[src/hdl/wah_pkg.sv]
// Shared types and constants for the windowed autorange unit.
`default_nettype none
package wah_pkg;

  localparam int SAMPLE_W = 16;
  localparam int CFG_W    = 13;
  localparam int OUT_W    = 17;

  // Reciprocal of ten: floor(x * RECIP10 / 2**RECIP_SHIFT) equals x / 10 for any 16-bit x.
  localparam int RECIP10     = 52429;
  localparam int RECIP_SHIFT = 19;
  localparam int PROD_W      = 32;
  localparam int QUOT_W      = PROD_W - RECIP_SHIFT;

  localparam logic [CFG_W-1:0]        HALF_RESET  = 13'd180;
  localparam logic signed [OUT_W-1:0] SHOWN_LO_RST = -17'sd200;
  localparam logic signed [OUT_W-1:0] SHOWN_HI_RST = 17'sd200;
  localparam logic signed [OUT_W+1:0] OUT_MIN      = -19'sd65536;
  localparam logic signed [OUT_W+1:0] OUT_MAX      = 19'sd65535;

  // Commands from the sequencer to the datapath.
  typedef struct packed {
    logic load;
    logic write;
    logic scan_start;
    logic scan_rd;
    logic calc_mid;
    logic div_span;
    logic calc_pad;
    logic div_prev;
    logic commit;
  } dp_cmd_t;

  // Status from the datapath to the sequencer.
  typedef struct packed {
    logic scan_last;
    logic out_free;
  } dp_status_t;

endpackage
`default_nettype wire

[src/hdl/wah_sample_if.sv]
// Input channel carrying one sample triple per item.
`default_nettype none
interface wah_sample_if import wah_pkg::*; ();
  logic                       valid;
  logic                       ready;
  logic signed [SAMPLE_W-1:0] sample_a;
  logic signed [SAMPLE_W-1:0] sample_b;
  logic signed [SAMPLE_W-1:0] sample_c;

  modport source(output valid, output sample_a, output sample_b, output sample_c,
                 input ready);
  modport sink(input valid, input sample_a, input sample_b, input sample_c,
               output ready);
endinterface
`default_nettype wire

[src/hdl/wah_range_if.sv]
// Output channel carrying one display range result per item.
`default_nettype none
interface wah_range_if import wah_pkg::*; ();
  logic                    valid;
  logic                    ready;
  logic signed [OUT_W-1:0] range_low;
  logic signed [OUT_W-1:0] range_high;
  logic                    range_moved;

  modport source(output valid, output range_low, output range_high, output range_moved,
                 input ready);
  modport sink(input valid, input range_low, input range_high, input range_moved,
               output ready);
endinterface
`default_nettype wire

[src/hdl/window_autorange_hysteresis_unit.sv]
// Top level of the windowed autorange unit with hysteresis.
//
// Each accepted item (three signed 16-bit samples) is written into a window of the last
// WINDOW_DEPTH triples, the filled slots are scanned for the smallest and largest sample,
// and a padded display range is derived; the stored range moves only when a bound changes
// by more than one twentieth of the stored span. For an item the unit writes the window, the
// scan reads one slot per cycle from the single-port window memory over the N filled slots
// (the new one included), a drain step takes the last read, and the range arithmetic shares
// one reciprocal multiplier over five further steps. The unit is ready for the next item once the
// result sits in the output register, even if it has not been taken yet; a result still
// waiting in the output register holds back the final step of the following item until
// it is taken. The half-span floor register is written through cfg_we and cfg_data; the
// user must write it only while the unit is idle, as the unit itself does not enforce
// this. It resets to 180, and the stored range resets to -200 .. 200 with the window
// empty.
`default_nettype none
module window_autorange_hysteresis_unit import wah_pkg::*; #(
  parameter int WINDOW_DEPTH = 64
) (
  input  wire logic             clk,
  input  wire logic             rst,
  input  wire logic             cfg_we,
  input  wire logic [CFG_W-1:0] cfg_data,
  wah_sample_if.sink            samples,
  wah_range_if.source           ranges
);

  dp_cmd_t    cmd;
  dp_status_t status;

  // Sequencer.
  wah_ctrl u_ctrl (
    .clk      (clk),
    .rst      (rst),
    .in_valid (samples.valid),
    .in_ready (samples.ready),
    .cmd      (cmd),
    .status   (status)
  );

  // Datapath.
  wah_dp #(
    .WINDOW_DEPTH (WINDOW_DEPTH)
  ) u_dp (
    .clk       (clk),
    .rst       (rst),
    .cfg_we    (cfg_we),
    .cfg_data  (cfg_data),
    .sample_a  (samples.sample_a),
    .sample_b  (samples.sample_b),
    .sample_c  (samples.sample_c),
    .cmd       (cmd),
    .status    (status),
    .out_ready (ranges.ready),
    .out_valid (ranges.valid),
    .out_low   (ranges.range_low),
    .out_high  (ranges.range_high),
    .out_moved (ranges.range_moved)
  );

endmodule
`default_nettype wire

[src/hdl/wah_ctrl.sv]
// Sequencer that steps the datapath through write, scan and range update.
`default_nettype none
module wah_ctrl import wah_pkg::*; (
  input  wire logic       clk,
  input  wire logic       rst,
  input  wire logic       in_valid,
  output logic            in_ready,
  output dp_cmd_t         cmd,
  input  wire dp_status_t status
);

  localparam logic [3:0] S_IDLE  = 4'd0;
  localparam logic [3:0] S_WRITE = 4'd1;
  localparam logic [3:0] S_SCAN  = 4'd2;
  localparam logic [3:0] S_DRAIN = 4'd3;
  localparam logic [3:0] S_MID   = 4'd4;
  localparam logic [3:0] S_DIV1  = 4'd5;
  localparam logic [3:0] S_PAD   = 4'd6;
  localparam logic [3:0] S_DIV2  = 4'd7;
  localparam logic [3:0] S_THR   = 4'd8;

  logic [3:0] state;
  logic [3:0] state_next;

  // State register.
  always_ff @(posedge clk) begin
    if (rst) begin
      state <= S_IDLE;
    end else begin
      state <= state_next;
    end
  end

  // Next state and command decode.
  always_comb begin
    state_next = state;
    cmd        = '0;
    in_ready   = 1'b0;
    case (state)
      S_IDLE: begin
        in_ready = 1'b1;
        if (in_valid) begin
          cmd.load   = 1'b1;
          state_next = S_WRITE;
        end
      end
      S_WRITE: begin
        cmd.write      = 1'b1;
        cmd.scan_start = 1'b1;
        state_next     = S_SCAN;
      end
      S_SCAN: begin
        cmd.scan_rd = 1'b1;
        if (status.scan_last) begin
          state_next = S_DRAIN;
        end
      end
      S_DRAIN: begin
        state_next = S_MID;
      end
      S_MID: begin
        cmd.calc_mid = 1'b1;
        state_next   = S_DIV1;
      end
      S_DIV1: begin
        cmd.div_span = 1'b1;
        state_next   = S_PAD;
      end
      S_PAD: begin
        cmd.calc_pad = 1'b1;
        state_next   = S_DIV2;
      end
      S_DIV2: begin
        cmd.div_prev = 1'b1;
        state_next   = S_THR;
      end
      S_THR: begin
        if (status.out_free) begin
          cmd.commit = 1'b1;
          state_next = S_IDLE;
        end
      end
      default: begin
        state_next = S_IDLE;
      end
    endcase
  end

endmodule
`default_nettype wire

[src/hdl/wah_dp.sv]
// Datapath: sample window memory, min/max scan, range arithmetic and result register.
`default_nettype none
module wah_dp import wah_pkg::*; #(
  parameter int WINDOW_DEPTH = 64
) (
  input  wire logic                       clk,
  input  wire logic                       rst,
  input  wire logic                       cfg_we,
  input  wire logic [CFG_W-1:0]           cfg_data,
  input  wire logic signed [SAMPLE_W-1:0] sample_a,
  input  wire logic signed [SAMPLE_W-1:0] sample_b,
  input  wire logic signed [SAMPLE_W-1:0] sample_c,
  input  wire dp_cmd_t                    cmd,
  output dp_status_t                      status,
  input  wire logic                       out_ready,
  output logic                            out_valid,
  output logic signed [OUT_W-1:0]         out_low,
  output logic signed [OUT_W-1:0]         out_high,
  output logic                            out_moved
);

  localparam int ADDR_W = $clog2(WINDOW_DEPTH);
  localparam int CNT_W  = $clog2(WINDOW_DEPTH + 1);
  localparam int WORD_W = 3 * SAMPLE_W;

  function automatic logic signed [SAMPLE_W-1:0] smin(input logic signed [SAMPLE_W-1:0] x,
                                                      input logic signed [SAMPLE_W-1:0] y);
    return (x < y) ? x : y;
  endfunction

  function automatic logic signed [SAMPLE_W-1:0] smax(input logic signed [SAMPLE_W-1:0] x,
                                                      input logic signed [SAMPLE_W-1:0] y);
    return (x > y) ? x : y;
  endfunction

  function automatic logic signed [OUT_W-1:0] clamp_out(input logic signed [OUT_W+1:0] v);
    logic signed [OUT_W-1:0] r;
    if (v < OUT_MIN) begin
      r = OUT_MIN[OUT_W-1:0];
    end else if (v > OUT_MAX) begin
      r = OUT_MAX[OUT_W-1:0];
    end else begin
      r = v[OUT_W-1:0];
    end
    return r;
  endfunction

  // Window memory and its bookkeeping.
  logic [WORD_W-1:0] mem [WINDOW_DEPTH];
  logic [WORD_W-1:0] rd_data;
  logic              rd_valid;
  logic [ADDR_W-1:0] write_slot;
  logic [ADDR_W-1:0] scan_addr;
  logic [CNT_W-1:0]  fill_count;

  // Captured item and running extremes.
  logic signed [SAMPLE_W-1:0] cap_a, cap_b, cap_c;
  logic signed [SAMPLE_W-1:0] acc_lo, acc_hi;
  logic signed [SAMPLE_W-1:0] rd_a, rd_b, rd_c;

  // Range arithmetic registers.
  logic [CFG_W-1:0]           half_floor;
  logic signed [OUT_W:0]      rng_lo, rng_hi;
  logic [SAMPLE_W-1:0]        width;
  logic [SAMPLE_W-1:0]        prev_half;
  logic [PROD_W-1:0]          prod;
  logic signed [OUT_W-1:0]    new_lo, new_hi;
  logic signed [OUT_W-1:0]    shown_low, shown_high;

  // Combinational helpers.
  logic signed [SAMPLE_W:0]   sum, sum_adj, span;
  logic signed [SAMPLE_W-1:0] mid;
  logic [CFG_W:0]             twice;
  logic                       narrow;
  logic signed [OUT_W:0]      mid18, half18;
  logic [SAMPLE_W-1:0]        mul_x;
  logic [QUOT_W-1:0]          quot, quot_min1;
  logic signed [OUT_W+1:0]    lo19, hi19, pad19;
  logic signed [OUT_W:0]      shown_span;
  logic signed [OUT_W:0]      d_lo, d_hi;
  logic [OUT_W:0]             a_lo, a_hi, thr18;
  logic                       moved;

  assign rd_a = rd_data[WORD_W-1 -: SAMPLE_W];
  assign rd_b = rd_data[2*SAMPLE_W-1 -: SAMPLE_W];
  assign rd_c = rd_data[SAMPLE_W-1:0];

  // Status back to the sequencer.
  assign status.scan_last = (CNT_W'(scan_addr) + CNT_W'(1)) == fill_count;
  assign status.out_free  = !out_valid || out_ready;

  // Memory write and registered read.
  always_ff @(posedge clk) begin
    if (cmd.write) begin
      mem[write_slot] <= {cap_a, cap_b, cap_c};
    end
    if (cmd.scan_rd) begin
      rd_data <= mem[scan_addr];
    end
  end

  // Window control state.
  always_ff @(posedge clk) begin
    if (rst) begin
      write_slot <= '0;
      fill_count <= '0;
      scan_addr  <= '0;
      rd_valid   <= 1'b0;
    end else begin
      rd_valid <= cmd.scan_rd;
      if (cmd.write) begin
        write_slot <= (write_slot == ADDR_W'(WINDOW_DEPTH - 1)) ? '0 : write_slot + ADDR_W'(1);
        if (fill_count != CNT_W'(WINDOW_DEPTH)) begin
          fill_count <= fill_count + CNT_W'(1);
        end
      end
      if (cmd.scan_start) begin
        scan_addr <= '0;
      end else if (cmd.scan_rd) begin
        scan_addr <= scan_addr + ADDR_W'(1);
      end
    end
  end

  // Capture the item and fold each stored triple into the extremes.
  always_ff @(posedge clk) begin
    if (cmd.load) begin
      cap_a  <= sample_a;
      cap_b  <= sample_b;
      cap_c  <= sample_c;
      acc_lo <= smin(smin(sample_a, sample_b), sample_c);
      acc_hi <= smax(smax(sample_a, sample_b), sample_c);
    end else if (rd_valid) begin
      acc_lo <= smin(acc_lo, smin(smin(rd_a, rd_b), rd_c));
      acc_hi <= smax(acc_hi, smax(smax(rd_a, rd_b), rd_c));
    end
  end

  // Midpoint, span and the re-centered range when the span is too small.
  always_comb begin
    sum     = {acc_lo[SAMPLE_W-1], acc_lo} + {acc_hi[SAMPLE_W-1], acc_hi};
    sum_adj = sum + {{SAMPLE_W{1'b0}}, sum[SAMPLE_W]};
    mid     = sum_adj[SAMPLE_W:1];
    span    = {acc_hi[SAMPLE_W-1], acc_hi} - {acc_lo[SAMPLE_W-1], acc_lo};
    twice   = {half_floor, 1'b0};
    narrow  = span[SAMPLE_W-1:0] < SAMPLE_W'(twice);
    mid18   = {{(OUT_W+1-SAMPLE_W){mid[SAMPLE_W-1]}}, mid};
    half18  = {{(OUT_W+1-CFG_W){1'b0}}, half_floor};
  end

  // Shared divide-by-ten: one multiply by the reciprocal, registered.
  assign mul_x     = cmd.div_prev ? prev_half : width;
  assign quot      = prod[PROD_W-1:RECIP_SHIFT];
  assign quot_min1 = (quot == '0) ? QUOT_W'(1) : quot;

  // Padding and clamp.
  always_comb begin
    pad19 = {{(OUT_W+2-QUOT_W){1'b0}}, quot_min1};
    lo19  = {rng_lo[OUT_W], rng_lo} - pad19;
    hi19  = {rng_hi[OUT_W], rng_hi} + pad19;
    shown_span = {shown_high[OUT_W-1], shown_high} - {shown_low[OUT_W-1], shown_low};
  end

  // Hysteresis compare against the stored range.
  always_comb begin
    d_lo  = {new_lo[OUT_W-1], new_lo} - {shown_low[OUT_W-1], shown_low};
    d_hi  = {new_hi[OUT_W-1], new_hi} - {shown_high[OUT_W-1], shown_high};
    a_lo  = d_lo[OUT_W] ? 18'(-d_lo) : 18'(d_lo);
    a_hi  = d_hi[OUT_W] ? 18'(-d_hi) : 18'(d_hi);
    thr18 = {{(OUT_W+1-QUOT_W){1'b0}}, quot_min1};
    moved = (a_lo > thr18) || (a_hi > thr18);
  end

  // Arithmetic pipeline registers.
  always_ff @(posedge clk) begin
    if (cmd.calc_mid) begin
      rng_lo <= narrow ? mid18 - half18 : {{(OUT_W+1-SAMPLE_W){acc_lo[SAMPLE_W-1]}}, acc_lo};
      rng_hi <= narrow ? mid18 + half18 : {{(OUT_W+1-SAMPLE_W){acc_hi[SAMPLE_W-1]}}, acc_hi};
      width  <= narrow ? SAMPLE_W'(twice) : span[SAMPLE_W-1:0];
    end
    if (cmd.div_span || cmd.div_prev) begin
      prod <= {{(PROD_W-SAMPLE_W){1'b0}}, mul_x} * PROD_W'(RECIP10);
    end
    if (cmd.calc_pad) begin
      new_lo    <= clamp_out(lo19);
      new_hi    <= clamp_out(hi19);
      // A stored span below one counts as zero; halving it feeds the divide by twenty.
      prev_half <= (shown_span < 18'sd1) ? '0 : shown_span[SAMPLE_W:1];
    end
  end

  // Configuration register, stored range and result register.
  always_ff @(posedge clk) begin
    if (rst) begin
      half_floor <= HALF_RESET;
      shown_low  <= SHOWN_LO_RST;
      shown_high <= SHOWN_HI_RST;
      out_valid  <= 1'b0;
    end else begin
      if (cfg_we) begin
        half_floor <= cfg_data;
      end
      if (cmd.commit) begin
        out_valid <= 1'b1;
        if (moved) begin
          shown_low  <= new_lo;
          shown_high <= new_hi;
        end
      end else if (out_ready) begin
        out_valid <= 1'b0;
      end
    end
  end

  always_ff @(posedge clk) begin
    if (cmd.commit) begin
      out_low   <= moved ? new_lo : shown_low;
      out_high  <= moved ? new_hi : shown_high;
      out_moved <= moved;
    end
  end

  // The fill count never passes the window depth.
  assert property (@(posedge clk) disable iff (rst) fill_count <= CNT_W'(WINDOW_DEPTH))
    else $error("window fill count beyond depth");

  // Every scan read stays within the filled part of the window.
  assert property (@(posedge clk) disable iff (rst)
                   cmd.scan_rd |-> (CNT_W'(scan_addr) < fill_count))
    else $error("scan read of an unfilled slot");

  // The stored range always keeps its upper bound above its lower bound.
  assert property (@(posedge clk) disable iff (rst) shown_high > shown_low)
    else $error("stored range inverted");

  // A committed result is presented on the next cycle.
  assert property (@(posedge clk) disable iff (rst)
                   cmd.commit |=> out_valid)
    else $error("committed result not presented");

endmodule
`default_nettype wire
[src/flat_wrapper.sv]
// flat-port wrapper written by rule: the top's interface ports become plain ports
module window_autorange_hysteresis_unit_flat import wah_pkg::*;
#(
  parameter int WINDOW_DEPTH = 64
)
  (clk, rst, cfg_we, cfg_data, samples_valid, samples_sample_a, samples_sample_b, samples_sample_c, samples_ready, ranges_valid, ranges_range_low, ranges_range_high, ranges_range_moved, ranges_ready);
  wah_sample_if samples_i ();
  wah_range_if ranges_i ();
  input  wire logic clk;
  input  wire logic rst;
  input  wire logic cfg_we;
  input  wire logic [CFG_W-1:0] cfg_data;
  input wire logic [$bits(samples_i.valid)-1:0] samples_valid;
  input wire logic [$bits(samples_i.sample_a)-1:0] samples_sample_a;
  input wire logic [$bits(samples_i.sample_b)-1:0] samples_sample_b;
  input wire logic [$bits(samples_i.sample_c)-1:0] samples_sample_c;
  output wire logic [$bits(samples_i.ready)-1:0] samples_ready;
  output wire logic [$bits(ranges_i.valid)-1:0] ranges_valid;
  output wire logic [$bits(ranges_i.range_low)-1:0] ranges_range_low;
  output wire logic [$bits(ranges_i.range_high)-1:0] ranges_range_high;
  output wire logic [$bits(ranges_i.range_moved)-1:0] ranges_range_moved;
  input wire logic [$bits(ranges_i.ready)-1:0] ranges_ready;
  assign samples_i.valid = samples_valid;
  assign samples_i.sample_a = samples_sample_a;
  assign samples_i.sample_b = samples_sample_b;
  assign samples_i.sample_c = samples_sample_c;
  assign samples_ready = samples_i.ready;
  assign ranges_valid = ranges_i.valid;
  assign ranges_range_low = ranges_i.range_low;
  assign ranges_range_high = ranges_i.range_high;
  assign ranges_range_moved = ranges_i.range_moved;
  assign ranges_i.ready = ranges_ready;
  window_autorange_hysteresis_unit #(.WINDOW_DEPTH(WINDOW_DEPTH)) u_core (.clk(clk), .rst(rst), .cfg_we(cfg_we), .cfg_data(cfg_data), .samples(samples_i), .ranges(ranges_i));
endmodule
[config.mk]
export PLATFORM = sky130hd
export DESIGN_NAME = window_autorange_hysteresis_unit_flat
export DESIGN_NICKNAME = d
export VERILOG_FILES = /design/src/hdl/wah_pkg.sv /design/src/hdl/wah_sample_if.sv /design/src/hdl/wah_range_if.sv /design/src/hdl/window_autorange_hysteresis_unit.sv /design/src/hdl/wah_ctrl.sv /design/src/hdl/wah_dp.sv /design/src/flat_wrapper.sv
export SDC_FILE = /design/constraint.sdc
export NUM_CORES = 2
export LEC_CHECK = 0
export BUFFER_PORTS_ARGS = -buffer_cell sky130_fd_sc_hd__clkbuf_2
export CELL_PAD_IN_SITES_DETAIL_PLACEMENT = 0
export CELL_PAD_IN_SITES_GLOBAL_PLACEMENT = 1
export CORE_ASPECT_RATIO = 0.8
export CORE_MARGIN = 5
export CORE_UTILIZATION = 44
export CTS_CLUSTER_DIAMETER = 60
export DETAILED_ROUTE_END_ITERATION = 8
export PLACE_DENSITY = 0.71
export SLEW_MARGIN = 10
export SYNTH_ARGS = -nofsm -noshare
export SYNTH_HDL_FRONTEND = slang
export SYNTH_HIERARCHICAL = 1
export SYNTH_SLANG_ARGS = --single-unit
[constraint.sdc]
create_clock -name clk -period 16.3 [get_ports clk]
set_clock_uncertainty 0.1 [all_clocks]
set_input_delay 2.445 -clock clk [delete_from_list [all_inputs] [get_ports clk]]
set_output_delay 2.445 -clock clk [all_outputs]
set_load 0.1 [all_outputs]
==> flow_metrics.py <==
metrics = {
    "status": {
        "status": "completed",
    },
    "route": {
        "num_vias": 77700,
        "drtIter0Drc": 9761,
        "drt_first_pass_iters": 6,
        "viasPerCell": 6.12,
        "drt.antenna.violating_nets": 0,
        "routed_wl_um": 415000,
        "wl_per_cell_um": 32.7,
        "post-route-drc-count": 0,
    },
    "worst_setup_path": {
        "cp_top_family": "compound AO/OA/AOI/OAI gates",
        "regToRegSetupSlack_ns": 8.21,
        "setup.worst_path.class": "register to register",
        "cp-endpoint": "u_core/u_dp/acc_hi[15]",
        "regToRegStartpoint": "u_core/u_dp/rd_data[47]",
        "path_buf_inv": 1,
        "slowest_stage": "a21o_1",
        "cp_common_cell": "o21a_1",
        "crit_required_ns": 16.65,
        "start_kind": "register",
        "crit_cells": 32,
        "worstReg2RegEnd": "u_core/u_dp/acc_hi[15]",
        "cp_slowest_stage_delay_ns": 0.70,
        "critPathCaptureType": "register",
        "worstRegToRegCells": 32,
        "crit_arrival_ns": 8.45,
        "crit_start": "u_core/u_dp/rd_data[47]",
        "cp_max_fo": 31,
    },
    "timing": {
        "fmax_ghz": 0.124,
        "slew_headroom": 0.194,
        "setup_viol": 0,
        "drv_slew": 0,
        "layout_min_cycle_time_ns": 8.09,
        "min_period_over_period": 0.497,
        "tightestPinTransition_ns": 1.21,
        "finalSetupTns_ns": 0,
        "rsz0062_at_grt": "false",
        "hold_viol": 0,
        "hold_ws_ns": 0.429,
    },
    "synth": {
        "async_flop_share": 0,
        "ys_seq_elements": 3420,
        "synth_edf_count": 3348,
        "synth-main-ff-cell": "edfxtp_1",
        "ys_seq_area_frac": 0.690,
        "synthTopCellsByArea": "edfxtp_1 (68%), mux4_2 (15%), ha_1 (3.7%)",
        "postSynthAreaPerCell_um2": 19.2,
        "synth_cell_types": 100,
        "yosysTopAreaCellShare": 0.680,
        "synth_top_area_cell": "edfxtp_1",
        "syn_inst": 7704,
        "syn_area_um2": 148000,
        "synth.net_count": 8294,
        "yosysWarnings": 6,
    },
    "power_and_ir_drop": {
        "p_sw_frac": 0.259,
        "ir_drop_uv": 94.6,
        "power.density_nw_per_um2": 127,
        "p_int_mw": 15.6,
        "p_total_mw": 21.0,
        "power_frac_clock": 0.364,
        "leakage_nw": 53.4,
        "power.switching_mw": 5.44,
        "seq_power_share": 0.476,
        "p_comb_frac": 0.159,
    },
    "hold_path": {
        "hold_class": "register to register",
    },
    "run": {
        "max_cap_violations": 0,
    },
    "cts": {
        "cts_buffers": 347,
        "holdBufCountCts": 0,
        "cts_setup_buffers": 0,
        "htree_levels": 5,
        "clkSinkCount": 3420,
        "cts-resized-gates": 0,
        "clk_latency_ns": 0.89,
        "tritoncts": "built",
        "clk_path_buf_depth": 4,
        "ctsRootBufferMaster": "clkbuf_16",
        "clkTransAtPathRegs_ns": 0.06,
    },
    "grt": {
        "grt_overflow_total": 0,
        "grt_start_max_net_pins": 128,
        "antenna_found_initial": 30,
        "first_global_vias": 76800,
        "grt_pass1_wl_um": 586000,
        "grt_use_total": 0.236,
    },
    "layout": {
        "final_cells": 12700,
        "syn_to_final_growth_pct": 11.9,
        "fillers": 26900,
        "fin_nets": 8589,
        "final_util": 0.494,
        "drive_gt1_frac": 0.240,
    },
    "floorplan": {
        "ioPinCount": 103,
        "start_util": 0.442,
        "fp.dieH_um": 528,
        "die_w_um": 658,
        "dieArea_um2": 348000,
        "coreArea_um2": 335000,
        "row_count": 190,
    },
    "placement": {
        "gp_congestion": 0.875,
        "dp_cells": 12100,
        "place_hpwl_um": 249000,
        "port_buffers": 102,
    },
}
cell usage after synthesis (72+ instances only):
master,number
inv_1,365
nand2_1,218
o21ai_0,184
dfxtp_1,72
a21oi_1,137
mux4_2,987
nor3_1,72
nor2_1,241
ha_1,434
mux2_2,86
clkbuf_1,251
mux2i_1,120
fa_1,90
xnor2_1,97
edfxtp_1,3348
buf_1,90
area by class of cell:
type,instances,area [um2],area share
Clock buffer,423,9020,0.0545
Timing Repair Buffer,312,2190,0.0132
Sequential cell,3420,102000,0.616
Multi-Input combinational cell,3553,43500,0.263
Tap cell,4416,5530,0.0334
Antenna cell,11,27.5,0.000166
Clock inverter,190,1790,0.0108
Inverter,365,1370,0.00828
routing by layer:
metal / wire length (um) / vias up / track usage
li1: - / 32100 / -
met1: 171000 / 41200 / 0.341
met2: 193000 / 3829 / 0.368
met3: 36400 / 624 / 0.0382
met4: 14600 / 6 / 0.0751
met5: 161 / - / 0.00276
flip-flops by register name, indices dropped and copies added (netlist names), 17 cells and up:
register and count:
u_core/u_dp/shown_high 17, u_core/u_dp/rd_data 48, u_core/u_dp/mem 3072, u_core/u_dp/out_low 17, u_core/u_dp/rng_lo 17, u_core/u_dp/new_hi 17
u_core/u_dp/new_lo 17, u_core/u_dp/rng_hi 17, u_core/u_dp/shown_low 17, u_core/u_dp/out_high 17
layout by cell type, fill, tap and decap left out, types with 135 or more instances in the layout:
cell type | netlist | layout
inv_1 | 365 | 365
nand2_1 | 218 | 218
clkbuf_16 | 0 | 349
o21ai_0 | 184 | 182
mux4_2 | 987 | 987
edfxtp_1 | 3348 | 3348
buf_4 | 1 | 202
nor2_1 | 241 | 185
ha_1 | 434 | 434
a21oi_1 | 137 | 135
power groups by stage:
stage                     Combinational, mW  Sequential (mW)  Clock (mW)
after floorplan                        2.29             10.2           0
after global placement                 3.29             10.2           0
after detailed placement               3.35             10.2           0
after CTS                              3.36             10.0        7.78
after global routing                   3.68             10.0        8.15
final                                  3.35             10.0        7.65
worst min-delay path by stage:
stage | slack [ns] | end | depth (start not counted) | startpoint
finish | 0.43 | u_core/u_dp/fill_count[6] | 2 | u_core/u_dp/fill_count[6]
floorplan | 0.38 | u_core/u_dp/fill_count[6] | 2 | u_core/u_dp/fill_count[6]
CTS | 0.44 | u_core/u_dp/fill_count[6] | 2 | u_core/u_dp/fill_count[6]
global route | 0.47 | u_core/u_dp/out_low[15] | 1 | u_core/u_dp/shown_low[15]
detailed placement | 0.42 | u_core/u_dp/fill_count[6] | 2 | u_core/u_dp/fill_count[6]
global placement | 0.42 | u_core/u_dp/fill_count[6] | 2 | u_core/u_dp/fill_count[6]
through the flow:
stage          setup WS [ns]  cell area (um2)
4_1_cts                 8.25           165000
2_1_floorplan           8.64           148000
3_3_place_gp            7.60           155000
6_report                8.21           165000
3_5_place_dp            7.67           155000
5_1_grt                 7.76           165000
logic make-up (layout without fill, tap and decap cells):
group	count (synthesis)	after routing	share of synthesized area
DFF	3420	3420	0.690
muxes	1225	1225	0.168
and+or+nand+nor	884	884	0.0299
AOI/OAI and AO/OA	763	763	0.0352
buffers and inverters	731	1290	0.0191
adders and majority gates	524	524	0.0489
xor gates and xnor gates	157	157	0.00935
other	0	11	0
tightest hold or removal path: cells and delay by family, from the launching register on:
| kind | cells | cell delay [ns] |
|---|---|---|
| flip-flops | 1 | 0.34 |
| AO/OA/AOI/OAI | 2 | 0.14 |
No activity file was read; power rests on OpenSTA's default activity.
